--- src/hw/rtl/tkh_pkg.sv ---
package tkh_pkg;

  // heap depth
  localparam int CAPACITY = 16;
  // width of a heap position (1..CAPACITY) or entry count (0..CAPACITY)
  localparam int PW = $clog2(CAPACITY + 1);
  // memory address width
  localparam int AW = (CAPACITY > 1) ? $clog2(CAPACITY) : 1;
  // width of a child position (up to 2*CAPACITY+1)
  localparam int CW = PW + 1;

  localparam int KEEP_W = 5;
  localparam logic [KEEP_W-1:0] KEEP_RESET = 5'd16;
  localparam int RANK_W = 4;

  typedef enum logic {
    REQ_OFFER = 1'b0,
    REQ_DRAIN = 1'b1
  } req_kind_t;

  typedef struct packed {
    logic               req_type;
    logic signed [15:0] score;
    logic [30:0]        item_index;
  } tkh_in_t;

  typedef struct packed {
    logic [30:0]        out_index;
    logic signed [15:0] out_score;
    logic [RANK_W-1:0]  rank;
    logic               last;
  } tkh_out_t;

  typedef struct packed {
    logic signed [15:0] score;
    logic [30:0]        index;
  } tkh_entry_t;

  // one write port, two read ports
  typedef struct packed {
    logic          we;
    logic [AW-1:0] waddr;
    tkh_entry_t    wdata;
    logic          re;
    logic [AW-1:0] raddr0;
    logic [AW-1:0] raddr1;
  } tkh_mem_req_t;

  typedef enum logic [3:0] {
    ST_IDLE,
    ST_ROOT_RD,
    ST_ROOT_CMP,
    ST_UP_RD,
    ST_UP_CMP,
    ST_DN_RD,
    ST_DN_CMP,
    ST_DR_RD,
    ST_DR_POP
  } tkh_state_t;

endpackage

--- src/hw/rtl/tkh_heap_ram.sv ---
module tkh_heap_ram (
  input  logic                 clk,
  input  tkh_pkg::tkh_mem_req_t req,
  output tkh_pkg::tkh_entry_t  rd0,
  output tkh_pkg::tkh_entry_t  rd1
);

  tkh_pkg::tkh_entry_t mem_r [tkh_pkg::CAPACITY];
  tkh_pkg::tkh_entry_t rd0_r;
  tkh_pkg::tkh_entry_t rd1_r;

  always_ff @(posedge clk) begin
    if (req.we) begin
      mem_r[req.waddr] <= req.wdata;
    end
  end

  always_ff @(posedge clk) begin
    if (req.re) begin
      rd0_r <= mem_r[req.raddr0];
      rd1_r <= mem_r[req.raddr1];
    end
  end

  assign rd0 = rd0_r;
  assign rd1 = rd1_r;

endmodule

--- src/hw/rtl/tkh_ctrl.sv ---
module tkh_ctrl (
  input  logic                         clk,
  input  logic                         rst_n,
  input  logic [tkh_pkg::KEEP_W-1:0]   keep_count,
  input  logic                         in_valid,
  output logic                         in_stall,
  input  tkh_pkg::tkh_in_t             in_data,
  output logic                         out_valid,
  input  logic                         out_stall,
  output tkh_pkg::tkh_out_t            out_data,
  output tkh_pkg::tkh_mem_req_t        mem_req,
  input  tkh_pkg::tkh_entry_t          rd0,
  input  tkh_pkg::tkh_entry_t          rd1
);

  tkh_pkg::tkh_state_t state_r, state_nxt;
  logic [tkh_pkg::PW-1:0] count_r, count_nxt;
  logic [tkh_pkg::PW-1:0] pos_r, pos_nxt;
  tkh_pkg::tkh_entry_t    x_r, x_nxt;
  logic                   draining_r, draining_nxt;
  logic                   out_valid_r, out_valid_nxt;
  tkh_pkg::tkh_out_t      out_data_r, out_data_nxt;

  logic [tkh_pkg::PW-1:0] k_eff;
  logic [tkh_pkg::CW-1:0] lchild, rchild;
  logic [tkh_pkg::PW-1:0] parent;
  logic                   l_ok, r_ok;
  tkh_pkg::tkh_entry_t    best_val;
  logic [tkh_pkg::CW-1:0] best_pos;
  tkh_pkg::tkh_state_t    done_st;

  always_comb begin
    if (keep_count == '0) begin
      k_eff = tkh_pkg::PW'(1);
    end else if (int'(keep_count) > tkh_pkg::CAPACITY) begin
      k_eff = tkh_pkg::PW'(tkh_pkg::CAPACITY);
    end else begin
      k_eff = tkh_pkg::PW'(keep_count);
    end
  end

  assign lchild = {pos_r, 1'b0};
  assign rchild = {pos_r, 1'b1};
  assign parent = pos_r >> 1;
  assign l_ok   = lchild <= {1'b0, count_r};
  assign r_ok   = rchild <= {1'b0, count_r};
  assign done_st = draining_r ? tkh_pkg::ST_DR_RD : tkh_pkg::ST_IDLE;

  // smallest of hole entry and children; the hole entry wins ties, then the left child
  always_comb begin
    best_val = x_r;
    best_pos = {1'b0, pos_r};
    if (l_ok && ($signed(rd0.score) < $signed(best_val.score))) begin
      best_val = rd0;
      best_pos = lchild;
    end
    if (r_ok && ($signed(rd1.score) < $signed(best_val.score))) begin
      best_val = rd1;
      best_pos = rchild;
    end
  end

  always_ff @(posedge clk) begin
    if (!rst_n) begin
      state_r     <= tkh_pkg::ST_IDLE;
      count_r     <= '0;
      draining_r  <= 1'b0;
      out_valid_r <= 1'b0;
    end else begin
      state_r     <= state_nxt;
      count_r     <= count_nxt;
      draining_r  <= draining_nxt;
      out_valid_r <= out_valid_nxt;
    end
  end

  always_ff @(posedge clk) begin
    pos_r      <= pos_nxt;
    x_r        <= x_nxt;
    out_data_r <= out_data_nxt;
  end

  always_comb begin
    state_nxt     = state_r;
    count_nxt     = count_r;
    pos_nxt       = pos_r;
    x_nxt         = x_r;
    draining_nxt  = draining_r;
    out_valid_nxt = out_valid_r && out_stall;
    out_data_nxt  = out_data_r;
    mem_req       = '0;

    case (state_r)
      tkh_pkg::ST_IDLE: begin
        if (in_valid) begin
          x_nxt.score = in_data.score;
          x_nxt.index = in_data.item_index;
          if (in_data.req_type == tkh_pkg::REQ_DRAIN) begin
            draining_nxt = 1'b1;
            state_nxt    = tkh_pkg::ST_DR_RD;
          end else if (count_r >= k_eff) begin
            draining_nxt = 1'b0;
            state_nxt    = tkh_pkg::ST_ROOT_RD;
          end else begin
            draining_nxt = 1'b0;
            count_nxt    = count_r + tkh_pkg::PW'(1);
            pos_nxt      = count_r + tkh_pkg::PW'(1);
            state_nxt    = tkh_pkg::ST_UP_RD;
          end
        end
      end

      tkh_pkg::ST_ROOT_RD: begin
        mem_req.re     = 1'b1;
        mem_req.raddr0 = '0;
        state_nxt      = tkh_pkg::ST_ROOT_CMP;
      end

      tkh_pkg::ST_ROOT_CMP: begin
        if ($signed(x_r.score) > $signed(rd0.score)) begin
          pos_nxt   = tkh_pkg::PW'(1);
          state_nxt = tkh_pkg::ST_DN_RD;
        end else begin
          state_nxt = tkh_pkg::ST_IDLE;
        end
      end

      tkh_pkg::ST_UP_RD: begin
        if (pos_r == tkh_pkg::PW'(1)) begin
          mem_req.we    = 1'b1;
          mem_req.waddr = '0;
          mem_req.wdata = x_r;
          state_nxt     = tkh_pkg::ST_IDLE;
        end else begin
          mem_req.re     = 1'b1;
          mem_req.raddr0 = tkh_pkg::AW'(parent - tkh_pkg::PW'(1));
          state_nxt      = tkh_pkg::ST_UP_CMP;
        end
      end

      tkh_pkg::ST_UP_CMP: begin
        mem_req.we    = 1'b1;
        mem_req.waddr = tkh_pkg::AW'(pos_r - tkh_pkg::PW'(1));
        if ($signed(x_r.score) < $signed(rd0.score)) begin
          // parent moves down into the hole
          mem_req.wdata = rd0;
          pos_nxt       = parent;
          state_nxt     = tkh_pkg::ST_UP_RD;
        end else begin
          mem_req.wdata = x_r;
          state_nxt     = tkh_pkg::ST_IDLE;
        end
      end

      tkh_pkg::ST_DN_RD: begin
        if (!l_ok) begin
          mem_req.we    = 1'b1;
          mem_req.waddr = tkh_pkg::AW'(pos_r - tkh_pkg::PW'(1));
          mem_req.wdata = x_r;
          state_nxt     = done_st;
        end else begin
          // right child address may run past the heap; r_ok masks it
          mem_req.re     = 1'b1;
          mem_req.raddr0 = tkh_pkg::AW'(lchild - tkh_pkg::CW'(1));
          mem_req.raddr1 = tkh_pkg::AW'(lchild);
          state_nxt      = tkh_pkg::ST_DN_CMP;
        end
      end

      tkh_pkg::ST_DN_CMP: begin
        mem_req.we    = 1'b1;
        mem_req.waddr = tkh_pkg::AW'(pos_r - tkh_pkg::PW'(1));
        mem_req.wdata = best_val;
        if (best_pos == {1'b0, pos_r}) begin
          state_nxt = done_st;
        end else begin
          pos_nxt   = tkh_pkg::PW'(best_pos);
          state_nxt = tkh_pkg::ST_DN_RD;
        end
      end

      tkh_pkg::ST_DR_RD: begin
        if (count_r == '0) begin
          draining_nxt = 1'b0;
          state_nxt    = tkh_pkg::ST_IDLE;
        end else if (!out_valid_r || !out_stall) begin
          mem_req.re     = 1'b1;
          mem_req.raddr0 = '0;
          mem_req.raddr1 = tkh_pkg::AW'(count_r - tkh_pkg::PW'(1));
          state_nxt      = tkh_pkg::ST_DR_POP;
        end
      end

      tkh_pkg::ST_DR_POP: begin
        // output slot was freed when the reads were issued
        out_valid_nxt          = 1'b1;
        out_data_nxt.out_index = rd0.index;
        out_data_nxt.out_score = rd0.score;
        out_data_nxt.rank      = tkh_pkg::RANK_W'(count_r - tkh_pkg::PW'(1));
        out_data_nxt.last      = (count_r == tkh_pkg::PW'(1));
        x_nxt                  = rd1;
        count_nxt              = count_r - tkh_pkg::PW'(1);
        if (count_r == tkh_pkg::PW'(1)) begin
          draining_nxt = 1'b0;
          state_nxt    = tkh_pkg::ST_IDLE;
        end else begin
          pos_nxt   = tkh_pkg::PW'(1);
          state_nxt = tkh_pkg::ST_DN_RD;
        end
      end

      default: begin
        state_nxt = tkh_pkg::ST_IDLE;
      end
    endcase
  end

  assign in_stall  = (state_r != tkh_pkg::ST_IDLE);
  assign out_valid = out_valid_r;
  assign out_data  = out_data_r;

endmodule

--- src/hw/rtl/top_k_min_heap_select_top.sv ---
// Top-k selector: keeps the keep_count highest-scoring entries in a min-heap
// held in one 1W2R synchronous RAM (root = weakest entry kept).
//
// Input channel (in_valid/in_stall/in_data): one request per handshake.
//   Offer request: appended and sifted up while the heap holds fewer than k
//   entries; otherwise replaces the root only if its score is strictly
//   greater, then sifts down. No result.
//   Drain request: pops every entry held in ascending score order, one result
//   each, tagged with its descending rank; last marks rank 0. Heap ends empty.
// Output channel (out_valid/out_stall/out_data): registered output slot.
// Config: cfg_wr_en/cfg_wr_data write keep_count (0 acts as 1, values above
//   the capacity act as the capacity). Write only while the block is idle.
// Timing: each heap level is handled as a RAM read state followed by a compare
// and write-back state. An offer into a full heap first reads and compares the
// root; each drain pop reads the root and the last entry, then sifts the moved
// last entry down.
// One request is in flight at a time; in_stall is high while it is worked.
// A stalled result holds the output slot; the next pop waits for it to clear.
// Reset (rst_n low, synchronous): heap empty, keep_count = 16, no result.
module top_k_min_heap_select_top (
  input  logic                        clk,
  input  logic                        rst_n,
  input  logic                        in_valid,
  output logic                        in_stall,
  input  tkh_pkg::tkh_in_t            in_data,
  output logic                        out_valid,
  input  logic                        out_stall,
  output tkh_pkg::tkh_out_t           out_data,
  input  logic                        cfg_wr_en,
  input  logic [tkh_pkg::KEEP_W-1:0]  cfg_wr_data
);

  logic [tkh_pkg::KEEP_W-1:0] keep_r;
  tkh_pkg::tkh_mem_req_t      mem_req;
  tkh_pkg::tkh_entry_t        rd0;
  tkh_pkg::tkh_entry_t        rd1;

  // keep_count register
  always_ff @(posedge clk) begin
    if (!rst_n) begin
      keep_r <= tkh_pkg::KEEP_RESET;
    end else if (cfg_wr_en) begin
      keep_r <= cfg_wr_data;
    end
  end

  // sequencer: sift up / sift down / drain
  tkh_ctrl u_ctrl (
    .clk        (clk),
    .rst_n      (rst_n),
    .keep_count (keep_r),
    .in_valid   (in_valid),
    .in_stall   (in_stall),
    .in_data    (in_data),
    .out_valid  (out_valid),
    .out_stall  (out_stall),
    .out_data   (out_data),
    .mem_req    (mem_req),
    .rd0        (rd0),
    .rd1        (rd1)
  );

  // heap storage, slot n of the heap at address n-1
  tkh_heap_ram u_ram (
    .clk (clk),
    .req (mem_req),
    .rd0 (rd0),
    .rd1 (rd1)
  );

endmodule

--- config.mk ---
export PLATFORM = sky130hd
export DESIGN_NAME = top_k_min_heap_select_top
export DESIGN_NICKNAME = d
export VERILOG_FILES = /design/src/hw/rtl/tkh_pkg.sv /design/src/hw/rtl/tkh_heap_ram.sv /design/src/hw/rtl/tkh_ctrl.sv /design/src/hw/rtl/top_k_min_heap_select_top.sv
export SDC_FILE = /design/constraint.sdc
export NUM_CORES = 1
export LEC_CHECK = 0
export BUFFER_PORTS_ARGS = -buffer_cell sky130_fd_sc_hd__buf_2
export CORE_MARGIN = 1.5
export CORE_UTILIZATION = 30
export DETAILED_ROUTE_END_ITERATION = 16
export GPL_TIMING_DRIVEN = 0
export HOLD_SLACK_MARGIN = 0.06
export SLEW_MARGIN = 20
export SYNTH_ARGS = -nofsm -noshare
export SYNTH_HDL_FRONTEND = slang
export SYNTH_SLANG_ARGS = --single-unit
--- constraint.sdc ---
create_clock -name clk -period 7.55 [get_ports clk]
set_input_delay 0.3775 -clock clk [delete_from_list [all_inputs] [get_ports clk]]
set_output_delay 0.3775 -clock clk [all_outputs]
set_load 0.03 [all_outputs]
# --- Word-level counts from Yosys, hierarchy flattened ---
# Memories as Yosys holds them, arrays and structs flattened. A register that Yosys moved wholly into a read port is not among the register bits.
# Cells that the tools add are included.
word_totals:
  memories: 1
  ramBits: 752
  word_cells: 113
  out_inout_bits: 54
  ff_bits: 120
memory_table:
  columns: ["name", "depth", "width", "rd", "rd_ports_with_merged_regs", "write_ports", "line", "text"]
  rows:
  - ["u_ram.mem_r", 16, 47, 2, 2, 1, "tkh_heap_ram.sv:8", "tkh_pkg::tkh_entry_t mem_r [tkh_pkg::CAPACITY];"]
op_classes:
  n_reduce_logical: 18
  addsub: 5
  eq_ne: 21
  mux: 48
  order_cmp: 8
ops:
  columns: ["cell", "n"]
  rows:
  - ["52-bit one-hot mux with 4 select lines", 1]
  - ["47-bit two-way mux", 4]
  - ["52-bit two-way mux", 2]
  - ["47-bit one-hot mux with 2 select lines", 1]
  - ["5-bit two-way mux", 10]
  - ["16-bit less-than comparator", 3]
  - ["4-bit one-hot mux with 9 select lines", 1]
  - ["9-bit two-way mux", 3]
  - ["5-bit one-hot mux with 5 select lines", 1]
  - ["4-bit two-way mux", 6]
  - ["5-bit one-hot mux with 4 select lines", 1]
  - ["4-bit by 3-bit == test with 1-bit output (second input constant)", 4]
  - ["16-bit > comparator", 1]
  - ["6-bit by 5-bit <= comparator with 1-bit output", 2]
  - ["3-bit two-way mux", 4]
  - ["6-bit two-way mux", 2]
  - ["4-bit by 1-bit subtractor with 4-bit output (second input constant)", 3]
  - ["5-bit by 1-bit == test with 1-bit output (second input constant)", 2]
  - ["5-bit logical NOT", 2]
  - ["2-bit != test (second input constant)", 5]
  - ["5-bit one-hot mux with 2 select lines", 1]
  - ["4-bit by 2-bit == test with 1-bit output (second input constant)", 2]
  - ["2-bit by 1-bit != test with 1-bit output (second input constant)", 4]
  - ["4-bit one-hot mux with 2 select lines", 1]
  - ["other kinds (22)", 34]

# --- Longest topological paths before layout ---
depth:
  depth_word: 9
  mapped_depth: 22
  depth_no_buf: 17

# --- By module ---
# From an unflattened synthesis, not the netlist that was laid out.
unflattened:
  hier_cells: 2484
  hier_area_um2: 44498.9
by_module_without_submodules:
  columns: ["mod", "n_inst", "area_each_um2", "cells_per_inst", "seq_area_each_um2"]
  rows:
  - ["tkh_heap_ram", 1, 36468.7, 1659, 25404.4]
  - ["tkh_ctrl", 1, 7840.0, 809, 3343.2]
  - ["top_k_min_heap_select_top", 1, 190.2, 16, 100.1]

# --- Least setup slack after synthesis ---
# OpenSTA, ideal clock, no wires.
synth_path:
  path_kind: "register -> register"
  start: "register u_ctrl.pos_r[0] (netlist name)"
  end: "memory u_ram.mem_r[11][0] (netlist name), enable pin"
  n_path_buf: 1
  required_ps: 7040
  path_slack_ps: 1801
  setup_ps: 510
  stages_incl_launch_ff: 11
  t_arrival_ps: 5240
  cell_sequence: "edfxtp_1 -> clkbuf_1 -> inv_1 -> ha_1 -> nand3_1 -> nand2_1 -> o21ai_0 -> and2_1 -> nand2b_1 -> nand2b_1 -> nor3_1"
synth_between:
  elab_chain_len: 5
  elab_cells_between_ends: 8
  classes_between: "add/sub: 1; order compare: 1; eq/ne: 1; mux: 5"
synth_lines:
  columns: ["item", "line", "text"]
  rows:
  - ["start: declaration", "tkh_ctrl.sv:18", "logic [tkh_pkg::PW-1:0] pos_r, pos_nxt;"]
  - ["start signal: assignment", "tkh_ctrl.sv:78", "pos_r <= pos_nxt;"]
  - ["6-bit by 5-bit <= comparator with 1-bit output or 5-bit by 1-bit == test with 1-bit output (tied branches)", "tkh_ctrl.sv:45, tkh_ctrl.sv:129", null]
  - ["52-bit two-way mux, on equally long branches", "tkh_ctrl.sv:156, tkh_ctrl.sv:129", null]
  - ["52-bit one-hot mux with 4 select lines *", "tkh_ctrl.sv:93", "case (state_r)"]
  - ["1-bit two-way mux", "tkh_heap_ram.sv:13", "if (req.we) begin"]
  - ["1-bit two-way mux (implied by the code)", "tkh_heap_ram.sv:14", "mem_r[req.waddr] <= req.wdata;"]
  - ["end: declaration", "tkh_heap_ram.sv:8", null]
# Every way passes the cells marked *; elsewhere a longest branch is shown, timed or not.

==> results.md <==
- Setup crit end kind: flip-flop
- WP data required: 7.89 ns
- Initial antenna violation count: 7
- End of the worst register-to-register path: u_ram.mem_r[14][20]
- Critical Path Start Type: flip-flop
- Post-route minimum period: 6.80 ns
- Setup-failing EPs final: 0
- Die Ht: 395 um
- Slowest cell on the critical path: o21ai_1
- Synthesized area: 0.0462 mm2
- Reg2Reg Setup Slack: 0.75 ns
- Area share of the leading cell type in the synthesized netlist: 61.8%
- Seq/Total Area, Yosys: 62.5%
- Max-cap violations: 0
- Status: finished, final reports clean
- Worst Hold Depth: 3
- Max FO, Critical Path: 16
- Die W: 395 um
- Worst-path clk slew: 0.07 ns
- Hold path start: in_data[15]
- Fin Setup TNS: 0 ns
- TritonRoute pass-1 iters: 6
- Synth area leader: edfxtp_1
- Commonest non-fill, non-tap cell in the layout: edfxtp_1
- PostCTS Resize Cnt: 0
- Seq cells post-synth: 966
- Leakage power: 19.2 nW
- Most frequent cells in the layout: 950 x edfxtp_1, 576 x nand2_1, 241 x a211oi_1, 199 x buf_2, 190 x and3_1
- Drc violations: 0
- Maximum vdd drop: 215 uV
- HP Class: input port to flip-flop
- Arrival time worst endpoint: 7.14 ns
- Worst-Margin Slew: 1.15 ns
- Hold Violations, Final: 0
- Antenna Nets Post-Route: 0
- Clock latency on the worst-skew pair: 0.71 ns
- Initial core utilization: 30.3%
- Area contributors post-synth: edfxtp_1 62%, mux4_2 9.2%, nand2_1 4.7%, a211oi_1 3.9%, and3_1 2.6%
- PwrDens: 291 mW/mm2
- Root buf cell: clkbuf_16
- Core Region: 0.152 mm2
- Depth of the CTS H-tree: 3
- Hold EP: u_ctrl.x_r[15]
- Syn_area_per_cell: 13.7 um2
- Number of synthesized flops with an enable pin: 950
- Iter 0 DRT Violations: 5089
- Layout cell share with drive strength beyond 1: 20.7%
- Nets: 3858
- Ports: 112
- Critical-path cell list: clkbuf_1 -> inv_1 -> ha_1 -> nand3_1 -> and2_1 -> nor2_1 -> mux2i_1 -> buf_4 -> buf_4 -> mux2i_1 -> ha_1 -> a21o_1 -> a21o_1 -> a2111oi_0 -> o211ai_1 -> a22oi_1 -> o21ai_2 -> buf_2 -> mux2i_1 -> o21ai_1
- CTS buffer count: 106
- Pins Over Slew Limit: 0
- Reg2Reg Depth: 20
- Fin cells: 5871
- GP Congestion: 0.912
- Layout area overhead: 18.8%
- Grt ovf: 0
- Largest net degree at the start of global routing: 42
- DR vias: 34400
- Port bufs: 110
- First-pass GRT wire length: 243000 um
- Maximum clock path buffer count: 3
- Main synth FF type: edfxtp_1
- Yosys warnings: 0
- CTS tree: built
- Die area: 0.156 mm2
- Post-Synthesis Cells: 3357
- Slowest stage delay, CP: 0.85 ns
- Vias in the first global route: 33500
- DRT Wirelength: 172000 um
- RSZ-0062 raised after global routing: false
- Most common cell on crit path: mux2i_1
- Part of the cycle the worst path needs: 90.1%
- Placed Cells: 5622
- Wirelength per Cell: 29.4 um
- GRT Util Overall: 21.4%
- Post-DR vias/cell: 5.86
- Fillers: 14500
- Max frequency: 0.147 GHz
- R2r startpoint: u_ctrl.pos_r[0]
- Row count: 143
- Ys async rst share: 0%
- Syn_nets: 3464
- Critical path type: flip-flop to flip-flop
- Post-DP HPWL: 122000 um
- Worst Skew: 0.0420 ns
- Clk sinks: 966
- Slew HR: 23.4%
- Synth unique cells: 71
synth_stat cells (5+ instances only):
master,instances
a211oi_1,241
nor3_1,19
mux2_2,42
edfxtp_1,950
nor2_1,37
o211ai_1,7
nand2_1,576
nand4_1,12
buf_6,7
xnor2_1,8
o31ai_1,8
buf_4,28
nand2b_1,8
clkbuf_1,162
a22oi_1,144
o21ai_1,13
o21ai_0,54
ha_1,49
and2_1,9
nand3_1,20
a311oi_1,94
o22ai_1,5
a21o_1,12
inv_1,43
dfxtp_1,16
a21oi_1,112
mux4_2,188
mux2i_1,55
a31oi_1,97
buf_2,89
and3_1,190
sequential cells by signal, indices dropped and copies added (netlist names):
name               cells
keep_r                 5
u_ctrl.count_r         5
u_ctrl.draining_r      1
u_ctrl.out_data       52
u_ctrl.out_valid       1
u_ctrl.pos_r           5
u_ctrl.state_r         4
u_ctrl.x_r            47
u_ram.mem_r          752
u_ram.rd0             47
u_ram.rd1             47
stage by stage:
step	hold slack [ns]	worst slack, ns	cell area (um2)	power [mW]	utilization (%)
finish	0.0508	0.749	54800	16.0	36.0
global route	0.0899	0.486	54800	16.4	36.0
CTS	0.0746	0.846	54800	15.9	36.0
detailed placement	0.468	0.875	50900	10.7	33.4
global placement	0.469	-3.02	49200	10.5	32.3
floorplan	0.447	1.80	46200	9.08	-
timing repair:
item                                    CTS  global route
hold buffers                             51             0
buffers inserted                          0             0
endpoints found under the hold margin    54             0
endpoints found under the setup margin    0             0
kinds of logic (layout without fill, tap and decap cells):
group / after synthesis / after routing / share of synthesized area, %
adder cells (fa/ha/maj): 49 / 49 / 1.33
multiplexers: 285 / 285 / 11.4
AND/OR/NAND/NOR: 900 / 900 / 8.89
other: 0 / 1 / 0
buffers and inverters: 331 / 814 / 3.28
AO/OA/AOI/OAI: 814 / 814 / 12.4
XOR/XNOR: 12 / 12 / 0.228
flip-flops: 966 / 966 / 62.5
area by class of cell:
cell class / instances / area, um2 / area share [%]
sequential: 966 / 28800 / 52.6
multi-input combinational: 2060 / 16000 / 29.2
clock buffer: 131 / 2830 / 5.16
tap: 2030 / 2540 / 4.63
timing repair buffer: 286 / 2460 / 4.49
buffer: 287 / 1360 / 2.48
clock inverter: 66 / 613 / 1.12
inverter: 44 / 168 / 0.306
antenna: 1 / 2.50 / 0.00456
power breakdown:
part,switching (mW),internal (mW)
Combinational,2.66,1.19
Sequential,0.262,6.67
Clock,2.21,2.97
Total,5.13,10.8
critical path: cells and delay by family (launching register included):
family	cells	cell delay, ns
fa+ha+maj	2	0.65
simple gates	3	0.47
compound gates	7	2.35
buf+inv	5	1.83
mux	3	0.71
flops	1	0.40
worst max-delay path by stage:
stage          depth (start not counted)            start  slack (ns)                  end
3_5_place_dp                          20  u_ctrl.pos_r[0]        0.87   u_ram.mem_r[2][40]
3_3_place_gp                          10  u_ctrl.pos_r[0]       -3.02  u_ram.mem_r[15][15]
5_1_grt                               20  u_ctrl.pos_r[0]        0.49   u_ram.mem_r[8][20]
6_report                              20  u_ctrl.pos_r[0]        0.75  u_ram.mem_r[14][20]
2_1_floorplan                         10  u_ctrl.pos_r[0]        1.80   u_ram.mem_r[11][0]
4_1_cts                               20  u_ctrl.pos_r[0]        0.85  u_ram.mem_r[14][40]
routing by layer:
layer | global-route usage, % | part of all wire (%) | up-vias
met4 | 8.78 | 4.4 | 8
met2 | 33.1 | 45 | 2563
met5 | 0 | 0.033 | -
li1 | - | - | 14200
met3 | 6.51 | 13 | 496
met1 | 27.9 | 38 | 17100
Note: power is estimated with default switching activity, not from simulation.
